File: config.mk
export PLATFORM = sky130hd
export DESIGN_NAME = sv39m_ram
export DESIGN_NICKNAME = d
export VERILOG_FILES = /design/src/sv39m_ram.sv
export SDC_FILE = /design/constraint.sdc
export NUM_CORES = 1
export LEC_CHECK = 0
export BUFFER_PORTS_ARGS = -buffer_cell sky130_fd_sc_hd__buf_2
export CELL_PAD_IN_SITES_DETAIL_PLACEMENT = 1
export CELL_PAD_IN_SITES_GLOBAL_PLACEMENT = 2
export CORE_UTILIZATION = 30
export DETAILED_ROUTE_END_ITERATION = 8
export PLACE_DENSITY_LB_ADDON = 0.1
export SLEW_MARGIN = 20
export SYNTH_ARGS = -nofsm -noshare
export SYNTH_HDL_FRONTEND = slang
export SYNTH_SLANG_ARGS = --single-unit
File: constraint.sdc
create_clock -name clk -period 3.3 [get_ports clk]
set_input_delay 0.33 -clock clk [delete_from_list [all_inputs] [get_ports clk]]
set_output_delay 0.33 -clock clk [all_outputs]
set_load 0.02 [all_outputs]
File: src/sv39m_ram.sv
`timescale 1ns / 1ps
`default_nettype none
// ---------------------------------------------------------------------------
// sv39m_ram
// Single-port synchronous RAM with registered read data.
// ---------------------------------------------------------------------------
module sv39m_ram #(
  parameter int Width = 8,
  parameter int Depth = 64
) (
  input  wire logic                     clk,
  input  wire logic                     we,
  input  wire logic [$clog2(Depth)-1:0] addr,
  input  wire logic [Width-1:0]         wdata,
  output logic      [Width-1:0]         rdata
);

  logic [Width-1:0] mem [Depth];

  // One access per cycle; read data appears in the next cycle.
  always_ff @(posedge clk) begin
    if (we) begin
      mem[addr] <= wdata;
    end
    rdata <= mem[addr];
  end

endmodule
`default_nettype wire

==> results of run 1 <==
-- worst paths after layout --
check	depth (start not counted)	from	endpoint	slack, ps
hold reg to reg	3	mem[3][2]	rdata[2]	630
setup / recovery	8	addr[1]	rdata[5]	660
hold / removal	2	wdata[4]	mem[34][4]	230
setup reg to reg	5	mem[6][7]	rdata[7]	700
-- Yosys cell counts (4+ instances only) --
| master | count |
|---|---|
| mux2_2 | 5 |
| nor2_1 | 82 |
| and3_1 | 9 |
| a21oi_1 | 28 |
| o221ai_1 | 9 |
| mux2i_1 | 63 |
| o31ai_1 | 5 |
| dfxtp_1 | 8 |
| or3b_2 | 5 |
| a21o_1 | 4 |
| a31oi_1 | 15 |
| a22oi_1 | 40 |
| buf_6 | 5 |
| mux2_1 | 7 |
| nor2b_1 | 8 |
| buf_1 | 6 |
| nand3b_1 | 12 |
| nand2b_1 | 24 |
| a221o_1 | 11 |
| clkbuf_1 | 36 |
| a221oi_1 | 21 |
| a211oi_1 | 6 |
| o22ai_1 | 22 |
| nand3_1 | 8 |
| and2_1 | 9 |
| o21ai_0 | 9 |
| o2bb2ai_1 | 7 |
| a32oi_1 | 7 |
| o22a_1 | 11 |
| nand2_1 | 45 |
| buf_2 | 30 |
| mux4_2 | 41 |
| a22o_1 | 10 |
| buf_4 | 4 |
| edfxtp_1 | 512 |
| and4_1 | 6 |
-- logic make-up (layout without fill, tap and decap cells) --
logic type,Yosys count,count (layout),synth area share
buf+inv,84,284,0.0198
simple gates,229,229,0.0571
mux,116,116,0.0826
flops,520,520,0.760
compound gates,222,222,0.0808
-- registers in the layout (all words and copies together), names as in the netlist --
name,flops
mem,512
rdata,8
-- layer usage --
metal / wire length (um) / share of wire / up-vias
li1: - / - / 5084
met1: 30100 / 0.47 / 6144
met2: 30600 / 0.47 / 237
met3: 2480 / 0.038 / 89
met4: 1510 / 0.023 / 0
met5: 0 / 0 / -
-- area by class of cell --
cell class	instances	area [um2]	area share
Clock buffer	74	1550	0.0637
Clock inverter	28	246	0.0101
Inverter	3	11.3	0.000462
Multi-Input combinational cell	567	4520	0.186
Sequential cell	520	15500	0.638
Tap cell	873	1090	0.0448
Timing Repair Buffer	179	1400	0.0575
-- stage by stage --
step                std cells  power, W
detailed placement       2142   0.00836
global placement         2142   0.00836
finish                   2244    0.0144
global route             2244    0.0149
CTS                      2244    0.0146
floorplan                1171   0.00788
-- where the power goes --
part | total, W | internal (W) | switching [W]
clock | 0.00623 | 0.00361 | 0.00262
sequential | 0.00734 | 0.00731 | 0.0000241
combinational | 0.000868 | 0.000288 | 0.000581
total | 0.0144 | 0.0112 | 0.00323
==> metrics, run 1 <==
antenna cells 0; final setup margin roughly 660 ps; # fillers 6,738; Root Buffer clkbuf_16; post-synth cell types 56; maximum fanout along the worst path 25; syn_nets between 1,000 and 1,500; most frequent cells in the layout edfxtp_1 (512), buf_4 (151), nor2_1 (80), mux2i_1 (63), clkbuf_16 (59); GR Util All Layers 0.188; Via Count 11,600; pin count of the biggest net entering global routing 65; cell row count 95; # IOs 24; RSZ-0062 raised after global routing no; final design utilization 0.362; H-tree depth 2; initial antenna violation count 1; Critical Path, Cell by Cell buf_4, buf_12, and2_1, buf_4, a22o_1, a221oi_1, o22ai_1, or4b_1; area leader, netlist edfxtp_1; initial core utilization 0.304; Synth warnings 0; Routed Antenna Nets 0; Congestion Overflow GR 0; CP peak stage delay between 600 and 700 ps; final-stage net count 1,345; Fin. Hold Viols 0; Worst setup EP type flop; post_cts resized 0; vias in the first global route 12,000; share of layout cells above drive strength 1 0.231; CTS Buf Count 58; status completed; required time of the critical path approximately 3800 ps; Seq/Total Area, Yosys 0.760; TritonCTS clock tree built; # Max-Cap Violations 0; Clock transition at path regs 60 ps; Max Clock Freq roughly 380 MHz; top cells by area, synth edfxtp_1 (75%), mux4_2 (4.5%), mux2i_1 (3.1%); area growth from synthesis to layout 19.1%; actual slew at the worst max-slew pin approximately 1100 ps; die height 263 um; Port-buffer cells 23; Mapped Area 20,400 um2; pre-CTS WS 24.1 ps; Synth top area share 0.752; vias per inst 5.15; CP top delay family compound AO/OA/AOI/OAI gates; Detailed Place HPWL 42,700 um; CP Class primary input to flop; Core ar. slightly below 70,000 um2; Die W between 200 and 300 um; global-route wire length before repair between 90,000 and 100,000 um; post-route cell area 24,400 um2; GRT met1 Usage 0.263; Tmin final 2640 ps; Iter 0 DRT Violations between 800 and 900; WHS 229 ps; WP data arrival around 3100 ps; Final Slew Violations 0; Syn Inst Count roughly 1,200; Setup crit start kind primary input; relative slew slack 0.283; Yosys reg bits 520; die area approximately 69,000 um2; setup repair bufs after CTS 0; syn_area_per_cell roughly 17 um2; global-route met2 utilization 0.304; clock network latency to the later pin of the worst-skew pair ~610 ps; Post-DP Area roughly 23,000 um2; clock tree sinks between 500 and 600; Static Leak roughly 8 nW; first-pass iteration count of the detailed router 5; most common cell after layout, fill and taps aside edfxtp_1; DRC viols 0; Cell Pwr Density ~590 nW/um2; CP Buf/Inv Count 3; Hold-fix buffers, CTS 0; CTS Buffer Depth 3; setup violators final 0; Top FF cell, synth edfxtp_1; Hold WC Path Type primary input to flop; busiest grt layer met2; asr flop ratio synth 0; GR met3 Demand/Resource 0.0264; Post-synth EDFFs between 500 and 600; most used cell, CP buf_4; Max VDD drop between 0.3 and 0.4 mV; final period utilization 0.799; final setup TNS 0 ps; Worst path slowest cell a221oi_1; DRT Wirelength 64,700 um; Final Skew slightly above 20 ps; gpl congestion between 0.7 and 0.8; wire per inst between 20 and 30 um
(Power assumes the default switching activity.)
==> inputs of run 2 (changes only) <==
==> constraint.sdc (replaced) <==
create_clock -name clk -period 2.7 [get_ports clk]
set_input_delay 0.27 -clock clk [delete_from_list [all_inputs] [get_ports clk]]
set_output_delay 0.27 -clock clk [all_outputs]
set_load 0.02 [all_outputs]
==> metrics, run 2 (same netlist as run 1, synthesis figures left out) <==
status completed; Final Skew 23.8 ps (+3.20 ps); CP Class flop to flop; # Max-Cap Violations 0 (unchanged); RSZ-0062 raised after global routing no; clock tree sinks 520 (unchanged); TritonCTS clock tree built; wire per inst 29.2 um (+1.1%); post-route cell area 24,800 um2 (+1.8%); area growth from synthesis to layout 21.3%; CTS Buffer Depth 3 (unchanged); die height 263 um (unchanged); initial core utilization 0.304 (unchanged); Core ar. 67,300 um2 (unchanged); Hold Crit Depth 1 (-1); Post-Place Cells 2,182 (+1.9%); WP data arrival 3000 ps (-130 ps); vias per inst 5.12 (-0.62%); H-tree depth 2 (unchanged); actual slew at the worst max-slew pin 1080 ps (+1.77 ps); Cell Pwr Density 722 nW/um2 (+22%); Tmin final between 2000 and 3000 ps; Port-buffer cells 23 (unchanged); Post-DP Area 23,000 um2 (+1.8%); reg-to-reg setup timing slack 190 ps (-510 ps); Max Clock Freq around 400 MHz; post_cts resized 0 (unchanged); setup repair bufs after CTS 0 (unchanged); die area 69,200 um2 (unchanged); setup violators final 0 (unchanged); vias in the first global route 12,400 (+3.0%); Worst setup EP type flop; relative slew slack 0.282 (-0.00118); gpl congestion 0.798 (+4.9%); DRC viols 0 (unchanged); Via Count 11,700 (+1.4%); Setup crit start kind flop; Congestion Overflow GR 0 (unchanged); WHS 28.0 ps (-201 ps); CTS Buf Count 59 (+1.7%); Static Leak 8.26 nW (+3.3%); Routed Antenna Nets 0 (unchanged); DRT Wirelength 66,800 um (+3.2%); final setup TNS 0 ps (unchanged); clock network latency to the later pin of the worst-skew pair 610 ps (about the same); Iter 0 DRT Violations 780 (-5.9%); global-route wire length before repair 94,900 um (+2.7%); final-stage net count 1,386 (+3.0%); final period utilization 0.928; Max VDD drop 0.473 mV (+19%); initial antenna violation count 3 (+2); maximum fanout along the worst path 1 (-96%); cell row count 95 (unchanged); antenna cells 0 (unchanged); required time of the critical path 3190 ps (-600 ps); fin cells 2,290 (+2.0%); pin count of the biggest net entering global routing 65 (unchanged); Final Slew Violations 0 (unchanged); Reg with most FFs mem; Hold WC Path Type primary input to flop; Top Registers mem x512, rdata x8; path depth of the worst reg2reg path 5 (unchanged); first-pass iteration count of the detailed router 5 (unchanged); Clock transition at path regs 60 ps (about the same); share of layout cells above drive strength 1 0.253 (+0.0221); max reg flops 512 (unchanged); Root Buffer clkbuf_16; most frequent cells in the layout edfxtp_1 (512), buf_4 (182), nor2_1 (80), mux2i_1 (63), clkbuf_16 (59); # IOs 24 (unchanged); Detailed Place HPWL 44,300 um (+3.9%); GR Util All Layers 0.194 (+0.00604); Die W 263 um (unchanged); Hold-fix buffers, CTS 0 (unchanged); final design utilization 0.369 (+0.00660); most common cell after layout, fill and taps aside edfxtp_1; Fin. Hold Viols 0 (unchanged)
run 2: cell count changes in the layout (fill, tap and decap cells not counted), sizes merged:
| cell | before | now |
|---|---|---|
| bufinv | 4 | 5 |
| inv | 4 | 5 |
| buf | 179 | 219 |
| clkbuf | 74 | 81 |
| clkinvlp | 4 | 1 |
run 2: critical path, cell delays in order (launching register included):
cell       delay [ps]
edfxtp_1          350
mux2_1            310
mux4_2            470
o21ai_1           350
o2111ai_1         330
or4b_1            580
run 2: through the flow:
step | setup WS [ps] | power [W]
finish | 193 | 0.0179
global route | 131 | 0.0185
CTS | 137 | 0.0181
detailed placement | -304 | 0.0103
global placement | -263 | 0.0103
floorplan | 331 | 0.00963
run 2: per-layer routing:
layer | share of wire | track usage | vias to the layer above
met3 | 0.041 | 0.0316 | 95
met1 | 0.46 | 0.268 | 6203
met5 | 0.00012 | 0 | -
met4 | 0.026 | 0.0558 | 2
li1 | - | - | 5163
met2 | 0.47 | 0.314 | 255
run 2: final cells by class:
class                      count  area [um2]
fill                        6779       42500
sequential                   520       15500
multi-input combinational    567        4520
timing repair buffer         219        1800
clock buffer                  81        1590
tap                          873        1090
clock inverter                27         262
inverter                       3        11.3
run 2: worst paths after layout:
check | from | end
max reg2reg | mem[2][7] | rdata[7]
min reg2reg | mem[34][7] | rdata[7]
max | mem[2][7] | rdata[7]
min | wdata[6] | mem[8][6]
run 2: power breakdown:
part           internal, W  switching (W)  leakage, nW
combinational     0.000401       0.000729         2.68
clock              0.00456        0.00323        0.909
sequential         0.00894      0.0000364         4.67
